<file path="src/ctp_pkg.sv">
// Shared types, constants and a helper function for the cartesian-to-polar pipeline.
package ctp_pkg;

    localparam int COORD_WIDTH = 16;
    localparam int ANGLE_WIDTH = 16;
    localparam int ITERATIONS  = 16;
    localparam int GUARD_BITS  = 16;

    // Datapath width for x and y: scaled input plus CORDIC growth and sign
    localparam int XY_W = (COORD_WIDTH + GUARD_BITS + 3 > 34) ?
                          (COORD_WIDTH + GUARD_BITS + 3) : 34;
    // Upper slice of the magnitude above the low 32 bits
    localparam int HI_W  = XY_W - 33;
    localparam int SUM_W = XY_W + 1;

    localparam int ATAN_IDX_W = 5;

    localparam logic [31:0] GAIN_INV_Q32  = 32'd2608131496;
    localparam logic [31:0] TURN_ZERO     = 32'h0000_0000;
    localparam logic [31:0] TURN_QUARTER  = 32'h4000_0000;
    localparam logic [31:0] TURN_HALF     = 32'h8000_0000;
    localparam logic [31:0] TURN_3QUARTER = 32'hC000_0000;

    localparam int          ANG_SH   = 32 - ANGLE_WIDTH;
    localparam logic [31:0] ANG_HALF = (32'd1 << ANG_SH) >> 1;
    localparam logic [SUM_W-1:0] MAG_HALF = SUM_W'(1) << (GUARD_BITS - 1);

    // atan(2^-i) in units of 2^-32 turn
    localparam logic [31:0] ATAN_TURNS [32] = '{
        32'h20000000, 32'h12E4051E, 32'h09FB385B, 32'h051111D4,
        32'h028B0D43, 32'h0145D7E1, 32'h00A2F61E, 32'h00517C55,
        32'h0028BE53, 32'h00145F2F, 32'h000A2F98, 32'h000517CC,
        32'h00028BE6, 32'h000145F3, 32'h0000A2FA, 32'h0000517D,
        32'h000028BE, 32'h0000145F, 32'h00000A30, 32'h00000518,
        32'h0000028C, 32'h00000146, 32'h000000A3, 32'h00000051,
        32'h00000029, 32'h00000014, 32'h0000000A, 32'h00000005,
        32'h00000003, 32'h00000001, 32'h00000001, 32'h00000000
    };

    typedef struct packed {
        logic signed [COORD_WIDTH-1:0] coord_x;
        logic signed [COORD_WIDTH-1:0] coord_y;
    } point_t;

    typedef struct packed {
        logic [COORD_WIDTH-1:0] magnitude;
        logic [ANGLE_WIDTH-1:0] angle;
    } polar_t;

    // Working state carried down the rotation stages
    typedef struct packed {
        logic signed [XY_W-1:0]  x;
        logic signed [XY_W-1:0]  y;
        logic [31:0]             z;
        logic                    special;
        logic [COORD_WIDTH-1:0]  sp_mag;
        logic [ANGLE_WIDTH-1:0]  sp_angle;
    } rot_t;

    // Round a 32-bit turn fraction half up to ANGLE_WIDTH bits, wrapping
    function automatic logic [ANGLE_WIDTH-1:0] round_turn(input logic [31:0] turn);
        logic [31:0] sum;
        sum = turn + ANG_HALF;
        return sum[31 -: ANGLE_WIDTH];
    endfunction

endpackage

</file>
<file path="src/ctp_post.sv">
// Gain correction, magnitude rounding/saturation and angle rounding (two stages).
module ctp_post
    import ctp_pkg::*;
(
    input  logic   clk,
    input  logic   rst_n,
    input  logic   en,
    input  logic   prev_valid,
    input  rot_t   prev,
    output logic   result_valid,
    output polar_t result
);

    logic [XY_W-2:0]        ux;
    logic [HI_W-1:0]        ux_hi;
    logic [31:0]            ux_lo;
    logic [63:0]            lo_prod;

    // Stage A registers: partial products and rounded angle
    logic                   a_valid_reg;
    logic [XY_W-2:0]        a_hi_prod_reg;
    logic [31:0]            a_lo_prod_reg;
    logic [ANGLE_WIDTH-1:0] a_angle_reg;
    logic                   a_special_reg;
    logic [COORD_WIDTH-1:0] a_sp_mag_reg;
    logic [ANGLE_WIDTH-1:0] a_sp_angle_reg;

    // Stage B
    logic [SUM_W-1:0]       mag_sum;
    logic [COORD_WIDTH-1:0] mag_sat;
    logic                   b_valid_reg;
    polar_t                 b_data_reg;
    polar_t                 b_data_next;

    // Split the clamped magnitude for the 1/K product
    always_comb
    begin
        ux      = (prev.x > 0) ? prev.x[XY_W-2:0] : '0;
        ux_hi   = ux[XY_W-2:32];
        ux_lo   = ux[31:0];
        lo_prod = ux_lo * GAIN_INV_Q32;
    end

    always_ff @(posedge clk)
    begin
        if (en)
        begin
            a_hi_prod_reg  <= (XY_W-1)'(ux_hi * GAIN_INV_Q32);
            a_lo_prod_reg  <= lo_prod[63:32];
            a_angle_reg    <= round_turn(prev.z);
            a_special_reg  <= prev.special;
            a_sp_mag_reg   <= prev.sp_mag;
            a_sp_angle_reg <= prev.sp_angle;
        end
    end

    // Sum partial products, round to integer and saturate
    always_comb
    begin
        mag_sum = SUM_W'(a_hi_prod_reg) + SUM_W'(a_lo_prod_reg) + MAG_HALF;
        if (|mag_sum[SUM_W-1:GUARD_BITS+COORD_WIDTH])
        begin
            mag_sat = '1;
        end
        else
        begin
            mag_sat = mag_sum[GUARD_BITS+COORD_WIDTH-1:GUARD_BITS];
        end

        if (a_special_reg)
        begin
            b_data_next.magnitude = a_sp_mag_reg;
            b_data_next.angle     = a_sp_angle_reg;
        end
        else
        begin
            b_data_next.magnitude = mag_sat;
            b_data_next.angle     = a_angle_reg;
        end
    end

    always_ff @(posedge clk)
    begin
        if (en)
        begin
            b_data_reg <= b_data_next;
        end
    end

    always_ff @(posedge clk or negedge rst_n)
    begin
        if (!rst_n)
        begin
            a_valid_reg <= 1'b0;
            b_valid_reg <= 1'b0;
        end
        else if (en)
        begin
            a_valid_reg <= prev_valid;
            b_valid_reg <= a_valid_reg;
        end
    end

    assign result_valid = b_valid_reg;
    assign result       = b_data_reg;

endmodule

</file>
<file path="config.mk">
export PLATFORM = sky130hd
export DESIGN_NAME = ctp_post
export DESIGN_NICKNAME = d
export VERILOG_FILES = /design/src/ctp_pkg.sv /design/src/ctp_post.sv
export SDC_FILE = /design/constraint.sdc
export NUM_CORES = 1
export LEC_CHECK = 0
export ABC_AREA = 0
export BUFFER_PORTS_ARGS = -buffer_cell sky130_fd_sc_hd__buf_2
export CAP_MARGIN = 20
export CORE_UTILIZATION = 64
export CTS_BUF_LIST = sky130_fd_sc_hd__clkbuf_2
export CTS_CLUSTER_DIAMETER = 50
export DETAILED_ROUTE_END_ITERATION = 8
export PLACE_DENSITY = 0.81
export SYNTH_ARGS = -nofsm -noshare
export SYNTH_HDL_FRONTEND = slang
export SYNTH_SLANG_ARGS = --single-unit
</file>
<file path="constraint.sdc">
create_clock -name clk -period 8.9 [get_ports clk]
set_input_delay 2.67 -clock clk [delete_from_list [all_inputs] [get_ports clk]]
set_output_delay 2.67 -clock clk [all_outputs]
set_load 0.01 [all_outputs]
</file>
After elaboration in Yosys (flattened, before gate mapping)
Index checks and enable logic that the tools add are counted.
{"block": "totals", "register_bits": 146, "input_bits": 139, "output_inout_bits": 33, "elab_cells": 20}
{"block": "classes", "n_addsub": 3, "n_mul": 2, "n_lt_le_gt_ge": 1, "mux": 3, "reduce_logical": 1}
{"operator": "multiplier 32 x 29 -> 61 bit (second input constant)", "count": 1}
{"operator": "adder 35 x 16 -> 36 bit (second input constant)", "count": 1}
{"operator": "adder 34 x 32 -> 35 bit", "count": 1}
{"operator": "greater-than comparator 35 x 1 -> 1 bit (second input constant)", "count": 1}
{"operator": "two-way mux 34 bit", "count": 1}
{"operator": "adder 32 x 16 -> 32 bit (second input constant)", "count": 1}
{"operator": "two-way mux 32 bit", "count": 1}
{"operator": "multiplier 2 x 29 -> 31 bit (second input constant)", "count": 1}
{"operator": "two-way mux 16 bit", "count": 1}
{"operator": "OR reduction 4 bit", "count": 1}

Longest topological paths before layout
Gate-level depths: netlist of the first run.
{"block": "depth", "word_depth": 5, "mapped_depth": 32, "ltp_nobuf": 31}

Least setup slack after synthesis of the first run
OpenSTA, ideal clock, no wires.
{"block": "synth_timing", "path_type": "input-to-reg", "from": "input port prev[103] (netlist name)", "to": "register a_lo_prod_reg[14], data pin", "setup_time_ns": 0.266, "t_arrival_ns": 10.301, "t_required_ns": 8.634, "slack_ns": -1.667, "path_stages": 30, "n_path_buf": 2, "cell_sequence": "clkbuf_1 nor4_1 and4_1 nand4_1 nor4_4 nor2_1 clkbuf_1 nand2_1 inv_1 ha_1 inv_1 fa_1 fa_1 fa_1 inv_1 fa_1 fa_1 fa_1 inv_1 fa_1 inv_1 ha_1 nand4_1 nor4_1 nand3_1 o31ai_1 nor2_1 o21ai_1 a31oi_1 xnor2_1"}
{"block": "synth_between", "elab_chain_len": 3}
{"item": "start: declaration", "line_no": "ctp_post.sv:9", "text": "input rot_t prev,"}
{"item": "greater-than comparator 35 x 1 -> 1 bit", "line_no": "ctp_post.sv:38", "text": "ux = (prev.x > 0) ? prev.x[XY_W-2:0] : '0;"}
{"item": "two-way mux 34 bit (*)", "line_no": "ctp_post.sv:38"}
{"item": "multiplier 32 x 29 -> 61 bit (*)", "line_no": "ctp_post.sv:41", "text": "lo_prod = ux_lo * GAIN_INV_Q32;"}
{"item": "via lo_prod[46]", "line_no": "ctp_post.sv:17", "text": "logic [63:0] lo_prod;"}
{"item": "end signal: assignment", "line_no": "ctp_post.sv:49", "text": "a_lo_prod_reg <= lo_prod[63:32];"}
{"item": "end: declaration", "line_no": "ctp_post.sv:22", "text": "logic [31:0] a_lo_prod_reg;"}
Mark *: on every way through the listed nets, which the timed path passes. The rest lies on a longest branch.
A chain may end at the register's enable or synchronous reset.

Worst setup path in the final report of the first run
{"block": "layout_timing", "from": "input port prev[101] (netlist name)", "to": "register a_lo_prod_reg[23], data pin"}
Same word-level chain as after synthesis.

==> impl_results.md, run 1 <==
- Status: finished, violations left
- Failing checks: negative setup slack
- Root Driver: clkbuf_2
- Worst skew pair latency: around 0.70 ns
- Hold Crit Class: reg -> reg
- Routed WL: 67500 um
- Critical R2R Launch: a_hi_prod_reg[31]
- Gate Count Post-Synth: 2302
- Non-Filler Instances: 3351
- First-pass DRT Iterations: 5
- Detailed placer's ending HPWL: 59500 um
- Type of origin of the critical path: primary input
- Die W: just under 200 um
- Synthesis-to-layout area growth: 24.9%
- FP Rows: 71
- Dpl cells: 3285
- Iter 0 DRT Violations: about 1200
- CP max-delay cell: fa_2
- Async set-or-reset flop fraction in the synthesized netlist: 0.0168
- Buffers on Ports: 121
- Most used DFF post-synth: edfxtp_1
- Clk buf depth: 2
- H-tree lvl count: 4
- First-pass GRT wire length: 106000 um
- Final worst path period share: 1.13
- Layout net count: between 3000 and 4000
- EDFF count, synth: ~120
- Fmax: 99.8 MHz
- Cell depth of the worst flop-to-flop path: 10
- Most frequent cells in the layout: inv_1 (692), fa_1 (425), buf_4 (388)
- Setup crit end kind: flop
- Setup Viol. Count Final: 29
- Core Area: 0.0376 mm^2
- CTS tree: built
- Number of I/O pins: roughly 170
- Largest net degree at the start of global routing: between 70 and 80
- Residual DRC: 0
- Sequential share of the synthesized area: 0.146
- FILL cells: between 2000 and 2500
- Max Clock Skew: 0.0271 ns
- CTS sink cnt: about 120
- Vias in the first global route: 19745
- Met3 global-route usage: 0.0690
- Total congestion overflow: 0
- Hold Crit Start: result_valid
- GRT Util Overall: 0.363
- Hold worst-path end: result_valid
- Worst slew pin tran: 0.962 ns
- RSZ-0062 raised after global routing: true
- Worst-path fanout max: 5
- GR Layer Usage met1: 0.480
- Met2 GRT Util: 0.605
- Gpl congestion: 1.03
- Min Tclk post-route: approximately 10 ns
- Max reg flops: 32
- Critical path class: in -> reg
- Setup slack after layout: -1.12 ns
- Via count: approximately 18000
- Antenna Violating Nets Remaining: 0
- Max incr delay on CP: 0.60 ns
- Starting Density: 0.648
- Synthesized flop and latch total: 119
- Net Count, Synth: 3308
- Mean Syn Cell Area: between 10 and 15 um^2
- Max cap viols: 0
- CP most frequent cell: fa_1
- Hold Crit Depth: 1
- Slew headroom: 0.359
- CTS Buf Count: 17
- Post-synthesis cell area: 0.0243 mm^2
- Initial antenna violation count: 2
- Final hold vios: 0
- Crit path arrival time: approximately 10 ns
- Wire length per cell: 20.2 um
- Ys Warns: 0
- Reg clk slew, reported paths: 0.18 ns
- R2R setup slack: 5.27 ns
- Vias/cell: between 5 and 6
- Most common cell after layout, fill and taps aside: inv_1
- Die area: 0.0388 mm^2
- Fin. max-slew vios: 0
- R2r endpoint: result[16]
- Die Height: between 150 and 200 um
- CP Data Required Time: 9.36 ns
- Synth cell types: 73
- Layout cells sized above 1: 0.287
- Gr busiest metal: met2
[per-stage QoR]
stage               instance area (um^2)  setup TNS, ns  hold WS (ns)  utilization  worst slack (ns)
finish                             30400         -28.17         0.533        0.809             -1.12
global route                       30400         -33.20         0.576        0.809             -1.27
CTS                                30100         -26.05         0.533        0.801             -1.02
detailed placement                 29100         -57.95         0.494        0.775             -2.15
global placement                   29100         -55.56         0.484        0.775             -2.05
floorplan                          25100         -30.39         0.475            -             -1.21
[synth_stat cells, types with 5 or more instances]
master    instances  share of area
nand2_1          74          0.011
clkbuf_1         24         0.0037
o21ai_1           5         0.0010
nand2b_1         10         0.0026
nor4_1           10         0.0026
a21oi_1          68          0.014
nor2_1           32         0.0049
nand4_1          21         0.0054
nand3_1          29         0.0060
a21o_1           33          0.010
a21oi_2          10         0.0036
fa_1            454           0.37
xnor2_1          42          0.015
and2_1            7         0.0018
xor2_1           22         0.0079
a211oi_1          7         0.0022
nor3_1           17         0.0035
inv_1           728           0.11
nor2b_1          25         0.0064
mux2_2           18         0.0083
o21ai_0          31         0.0064
a31oi_1          11         0.0028
o211ai_1          7         0.0022
and3_1           16         0.0041
ha_1            413           0.21
edfxtp_1        117           0.14
[cell type report]
| class | instances | area [um^2] | area share |
|---|---|---|---|
| Clock inverter | 14 | 149 | 0.00490 |
| Timing Repair Buffer | 533 | 3940 | 0.130 |
| Tap cell | 511 | 639 | 0.0210 |
| Inverter | 728 | 2780 | 0.0914 |
| Multi-Input combinational cell | 1427 | 19200 | 0.633 |
| Antenna cell | 2 | 5.00 | 0.000165 |
| Clock buffer | 17 | 85.1 | 0.00280 |
| Sequential cell | 119 | 3560 | 0.117 |
[how the worst max path moves through the flow]
stage                   start                end  slack [ns]  cells past startpoint
finish              prev[101]  a_lo_prod_reg[23]       -1.12                     32
global route        prev[101]  a_lo_prod_reg[20]       -1.27                     33
CTS                 prev[101]  a_lo_prod_reg[30]       -1.02                     33
detailed placement  prev[128]  a_lo_prod_reg[19]       -2.15                     32
global placement    prev[127]  a_lo_prod_reg[21]       -2.05                     32
floorplan           prev[102]  a_lo_prod_reg[14]       -1.21                     30
[cell families after synthesis]
logic type,after synthesis,synth area share
adder cells (fa/ha/maj),867,0.586
buffers and inverters,756,0.117
AND/OR/NAND/NOR,257,0.0550
AO/OA/AOI/OAI,221,0.0641
flip-flops,119,0.146
XOR/XNOR,64,0.0230
multiplexers,18,0.00833
[critical path, delay by kind of cell]
| kind | cells | cell delay (ns) |
|---|---|---|
| adders and majority gates | 9 | 4.31 |
| and+or+nand+nor | 9 | 1.62 |
| buffers and inverters | 9 | 0.99 |
| AOI/OAI and AO/OA | 4 | 0.73 |
| xor gates and xnor gates | 1 | 0.15 |
[metal layers]
metal	share of wire	vias to the layer above	wire, um
met1	0.40	9027	27200
li1	-	8261	-
met2	0.49	640	33200
met5	0	-	0
met3	0.070	141	4730
met4	0.036	0	2420
[repair_timing]
| item | in CTS | in global routing |
|---|---|---|
| endpoints found under the hold margin | 0 | 0 |
| hold buffers | 0 | 0 |
| endpoints found under the setup margin | 29 | 29 |
| gates cloned | 1 | 0 |
| resized for setup | 101 | 59 |
| pin swaps | 67 | 41 |
| setup buffers | 25 | 11 |
Power of run 1 is not shown: default switching activity piles up to over one toggle a cycle in this logic, so the estimate is an artifact.
==> run 2, diff against run 1 <==
Settings changed: CORE_UTILIZATION 64 to 25, PLACE_DENSITY 0.81 to 0.37.
==> run 2 against run 1 <==
Effect of this change:
- the run still ends with negative setup slack left
- worst setup slack worse by 0.30 ns
- critical path type unchanged
- design area rose by 4.9%
- count of clock-buffer cells in the layout stayed put
- critical path depth up 2
- register-to-register slack better by 0.05 ns
- highest routed layer unchanged
- sequential share of layout area fell by 0.55 points
- core utilization shrank 48 points
- cell count grew 24%
- fmax shrank 2.9%
- non-clock buffer count up 44
==> impl_results.md, run 2 (synthesized netlist as in run 1, its figures left out) <==
- Root Driver: clkbuf_2
- H-tree lvl count: 4 (unchanged)
- Fin. max-slew vios: 0 (unchanged)
- Wire length per cell: 17.6 um (-13%)
- Most frequent cells in the layout: inv_1 (681), fa_1 (435), buf_4 (423)
- Status: finished, violations left
- RSZ-0062 raised after global routing: true
- Type of origin of the critical path: primary input
- Vias in the first global route: 19270 (-2.4%)
- First-pass GRT wire length: 114000 um (+8.0%)
- Max Clock Skew: 0.0288 ns (+0.00169 ns)
- Setup crit end kind: flop
- Fmax: 96.9 MHz (-2.9%)
- Detailed placer's ending HPWL: 67100 um (+13%)
- Slew headroom: 0.471 (+0.112)
- Buffers on Ports: 121 (unchanged)
- Gpl congestion: 0.880 (-15%)
- Iter 0 DRT Violations: 599 (-48%)
- FF+latch area: 0.00356 mm^2 (unchanged)
- Worst skew pair latency: 0.73 ns (+0.03 ns)
- Final hold vios: 0 (unchanged)
- Initial antenna violation count: 2 (unchanged)
- CP Data Required Time: 9.38 ns (+0.02 ns)
- Antenna Violating Nets Remaining: 0 (unchanged)
- Die W: 314 um (+59%)
- Fin Hold WS: 0.533 ns (-0.000136 ns)
- Die area: 0.0986 mm^2 (+150%)
- CTS sink cnt: 119 (unchanged)
- Synthesis-to-layout area growth: 31.1%
- Failing checks: negative setup slack
- Layout net count: 3876 (+1.1%)
- Largest net degree at the start of global routing: 64 (-19%)
- Worst-path fanout max: 7 (+2)
- Starting Density: 0.252 (-0.396)
- Dpl cells: 4082 (+24%)
- Cts hold-fix bufs: 0 (unchanged)
- Final worst path period share: 1.16 (+0.0335)
- CTS Buf Count: 17 (unchanged)
- Layout cells sized above 1: 0.301 (+0.0146)
- Max cap viols: 0 (unchanged)
- Critical path class: in -> reg
- Reg clk slew, reported paths: 0.20 ns (+0.02 ns)
- Max reg flops: 32 (unchanged)
- Setup Viol. Count Final: 29 (unchanged)
- GRT Util Overall: 0.153 (-0.210)
- Crit path arrival time: 10.80 ns (+0.31 ns)
- Non-Filler Instances: 4160 (+24%)
- Worst slew pin tran: 0.793 ns (-0.169 ns)
- Setup slack after layout: -1.42 ns (-0.298 ns)
- Total congestion overflow: 0 (unchanged)
- First-pass DRT Iterations: 6 (+1)
- Hold Crit Class: reg -> reg
- Min Tclk post-route: 10.32 ns (+0.298 ns)
- Number of I/O pins: 172 (unchanged)
- FILL cells: 9924 (+330%)
- Post-layout util: 0.330 (-0.479)
- Max incr delay on CP: 0.63 ns (+0.03 ns)
- CTS tree: built
- Residual DRC: 0 (unchanged)
- Vias/cell: 4.12 (-24%)
- Routed WL: 73400 um (+8.6%)
- Area of the multi-input gates: 0.0194 mm^2 (+0.74%)
- FP Rows: 114 (+61%)
- Most common cell after layout, fill and taps aside: inv_1
- CP max-delay cell: fa_1
- Pre-CTS setup slack: -2.99 ns (-0.839 ns)
- Die Height: 314 um (+59%)
- Clk buf depth: 2 (unchanged)
- Via count: 17140 (-5.1%)
- CP most frequent cell: fa_1
- Core Area: 0.0966 mm^2 (+160%)
[run 2: cell types whose count changed in the layout (fill, tap and decap cells not counted), sizes merged]
| cell | change |
|---|---|
| buf | +44 |
| bufbuf | -1 |
| clkbuf | +1 |
| clkinv | -1 |
| clkinvlp | -2 |
| diode | -1 |
| inv | +4 |
[run 2: final cells by class]
cell class                 instances  share of cell area
clock inverter                    15             0.00526
inverter                         728              0.0876
multi-input combinational       1427               0.608
sequential                       119               0.112
tap                             1276              0.0501
clock buffer                      17             0.00267
timing repair buffer             577               0.135
antenna                            1           0.0000785
[run 2: path summary, 6_finish.rpt]
kind	cells past startpoint	end	slack (ns)	start
setup / recovery	34	a_lo_prod_reg[23]	-1.42	prev[101]
hold / removal	1	a_valid_reg	0.53	a_valid_reg
setup reg to reg	10	result[19]	5.32	a_hi_prod_reg[31]
hold reg to reg	1	a_valid_reg	0.53	a_valid_reg
max in group asynchronous	1	a_valid_reg	7.13	rst_n
min in group asynchronous	1	result_valid	1.68	rst_n
[run 2: critical path: cells and delay by family]
family	cells	cell delay [ns]
AO/OA/AOI/OAI	4	0.66
AND/OR/NAND/NOR	9	1.70
XOR/XNOR	1	0.17
buffers and inverters	11	1.36
adder cells (fa/ha/maj)	9	4.21
[run 2: what timing repair did]
item | CTS | global route
pin swaps | 81 | 37
buffers inserted | 25 | 22
gates cloned | 1 | 0
endpoints found under the setup margin | 29 | 29
gates resized for setup | 134 | 55
[run 2: per-layer routing]
metal / vias up / global-route usage / share of wire
met3: 41 / 0.00988 / 0.030
met1: 8539 / 0.221 / 0.49
met4: 0 / 0.0237 / 0.011
li1: 8345 / - / -
met5: - / 0 / 0
met2: 215 / 0.253 / 0.47
[run 2: stage by stage]
stage          cell area, um^2  setup TNS (ns)
2_1_floorplan            25100          -30.39
3_3_place_gp             30400          -80.59
3_5_place_dp             30400          -80.68
4_1_cts                  31500          -34.52
5_1_grt                  31900          -42.55
6_report                 31900          -36.33
Power of run 2 is left out for the same reason.
==> run 3, diff against run 2 <==
Settings changed: CORE_UTILIZATION 25 to 60, PLACE_DENSITY 0.37 to 0.76.
==> run 3 against run 2 <==
Effect of this change:
- the flow still finishes with violations (negative setup slack)
- count of clock-buffer cells in the layout is 1 higher
- critical path depth down 2
- via count increased by 4.9%
- register-to-register slack worse by 0.02 ns
- largest cell class unchanged
- critical endpoint is now a_lo_prod_reg[11]
- cell count down 19%
- worst setup slack better by 0.047 ns
- core utilization is 43 points higher
- first-iteration DRC count grew 74%
- non-clock buffer count fell by 45
- worst hold slack worse by 0.0052 ns
- die area fell by 58%
- wire length fell by 9.4%
==> impl_results.md, run 3 (synthesized netlist as in run 1, its figures left out) <==
- Vias/cell: 5.35 (+30%)
- Fin. max-slew vios: 0 (unchanged)
- RSZ-0062 raised after global routing: true
- Via count: 17983 (+4.9%)
- Max reg flops: 32 (unchanged)
- CTS Buf Count: 17 (unchanged)
- Slew headroom: 0.339 (-0.133)
- Met3 global-route usage: 0.0684 (+0.0585)
- Vias in the first global route: 19632 (+1.9%)
- Final worst path period share: 1.15 (-0.00524)
- Die area: 0.0414 mm^2 (-58%)
- First-pass GRT wire length: 105000 um (-8.2%)
- Delay-heaviest family, CP: adder cells
- GR Layer Usage met1: 0.451 (+0.230)
- Die W: 203 um (-35%)
- H-tree lvl count: 4 (unchanged)
- Buffers on Ports: 121 (unchanged)
- Crit path arrival time: 10.77 ns (-0.03 ns)
- Worst-path fanout max: 7 (unchanged)
- Clk buf depth: 2 (unchanged)
- Routed WL: 66500 um (-9.4%)
- CTS tree: built
- Status: finished, violations left
- Max incr delay on CP: 0.61 ns (-0.02 ns)
- Detailed placer's ending HPWL: 59700 um (-11%)
- Worst skew pair latency: 0.67 ns (-0.06 ns)
- Failing checks: negative setup slack
- Core Area: 0.0398 mm^2 (-59%)
- Synthesis-to-layout area growth: 24.2%
- Setup Viol. Count Final: 29 (unchanged)
- Starting Density: 0.611 (+0.359)
- Setup TNS: -34.57 ns (+1.75 ns)
- Total congestion overflow: 0 (unchanged)
- Hold Crit Class: reg -> reg
- Non-Filler Instances: 3362 (-19%)
- Most frequent cells in the layout: inv_1 (700), fa_1 (435), buf_4 (392)
- Most common cell after layout, fill and taps aside: inv_1
- Max Clock Skew: 0.0244 ns (-0.00436 ns)
- Dpl cells: 3305 (-19%)
- Antenna Violating Nets Remaining: 0 (unchanged)
- Final Cell Area: 0.0302 mm^2 (-5.2%)
- Layout net count: 3831 (-1.2%)
- Setup crit end kind: flop
- Largest net degree at the start of global routing: 80 (+25%)
- Min Tclk post-route: 10.27 ns (-0.0466 ns)
- Number of I/O pins: 172 (unchanged)
- Layout cells sized above 1: 0.273 (-0.0286)
- Root Driver: clkbuf_2
- Type of origin of the critical path: primary input
- Met2 GRT Util: 0.546 (+0.292)
- Die Height: 203 um (-35%)
- Residual DRC: 0 (unchanged)
- Critical path class: in -> reg
- CP max-delay cell: fa_1
- Gr busiest metal: met2
- Dpl cell area: 0.0292 mm^2 (-3.8%)
- First-pass DRT Iterations: 6 (unchanged)
- CTS sink cnt: 119 (unchanged)
- Cts hold-fix bufs: 0 (unchanged)
- Iter 0 DRT Violations: 1044 (+74%)
- GRT Util Overall: 0.337 (+0.184)
- Initial antenna violation count: 0 (-2)
- Ant diodes: 0 (-1)
- Worst slew pin tran: 0.992 ns (+0.199 ns)
- Reg clk slew, reported paths: 0.18 ns (-0.02 ns)
- CP most frequent cell: fa_1
- CP Data Required Time: 9.39 ns (about the same)
- Max cap viols: 0 (unchanged)
- Wire length per cell: 19.8 um (+12%)
- Buf/Inv on CP: 10 (-1)
- Final hold vios: 0 (unchanged)
- Post-layout util: 0.759 (+0.429)
- Setup slack after layout: -1.37 ns (+0.0467 ns)
- Fmax: 97.3 MHz (+0.45%)
- FP Rows: 73 (-36%)
- Gpl congestion: 1.03 (+17%)
==> run 3: final cells by class <==
type,count,area (um^2)
clock buffer,18,90.1
clock inverter,13,204
fill,2671,9590
inverter,728,2770
multi-input combinational,1427,19100
sequential,119,3560
tap,525,657
timing repair buffer,532,3900
==> run 3: repair_timing <==
| action | 4_1_cts | 5_1_grt |
|---|---|---|
| resized for setup | 61 | 38 |
| endpoints found under the hold margin | 0 | 0 |
| setup endpoints to repair | 29 | 29 |
| setup buffers | 19 | 8 |
| pin swaps | 35 | 17 |
==> run 3: final timing paths <==
path,start,end,slack (ns),depth (start not counted)
worst max-delay path,prev[127],a_lo_prod_reg[11],-1.37,32
worst min-delay path,result_valid,result_valid,0.53,1
worst max register to register,a_hi_prod_reg[31],result[20],5.30,10
worst min register to register,result_valid,result_valid,0.53,1
max in group asynchronous,rst_n,result_valid,7.07,1
min in group asynchronous,rst_n,a_valid_reg,1.74,1
==> run 3: worst reg2reg max path, cell delays in order, from the launching register on <==
cell and delay [ns]:
edfxtp_1 0.55, ha_1 0.36, ha_1 0.38, a21oi_1 0.23, o21ai_0 0.18, a31oi_1 0.31
o22ai_1 0.22, o32ai_4 0.38, o21bai_4 0.10, a21oi_4 0.50, a21oi_1 0.15
==> run 3: through the flow <==
step	setup WS, ns	hold slack [ns]
floorplan	-1.21	0.475
global placement	-2.00	0.484
detailed placement	-2.18	0.492
CTS	-1.14	0.531
global route	-1.49	0.541
finish	-1.37	0.527
==> run 3: metal layers <==
metal / vias up / wire (um) / part of all wire
met3: 147 / 4370 / 0.066
met1: 9022 / 27900 / 0.42
met2: 551 / 31500 / 0.47
met4: 0 / 2680 / 0.040
li1: 8263 / - / -
met5: - / 0 / 0
Power of run 3 is left out for the same reason.
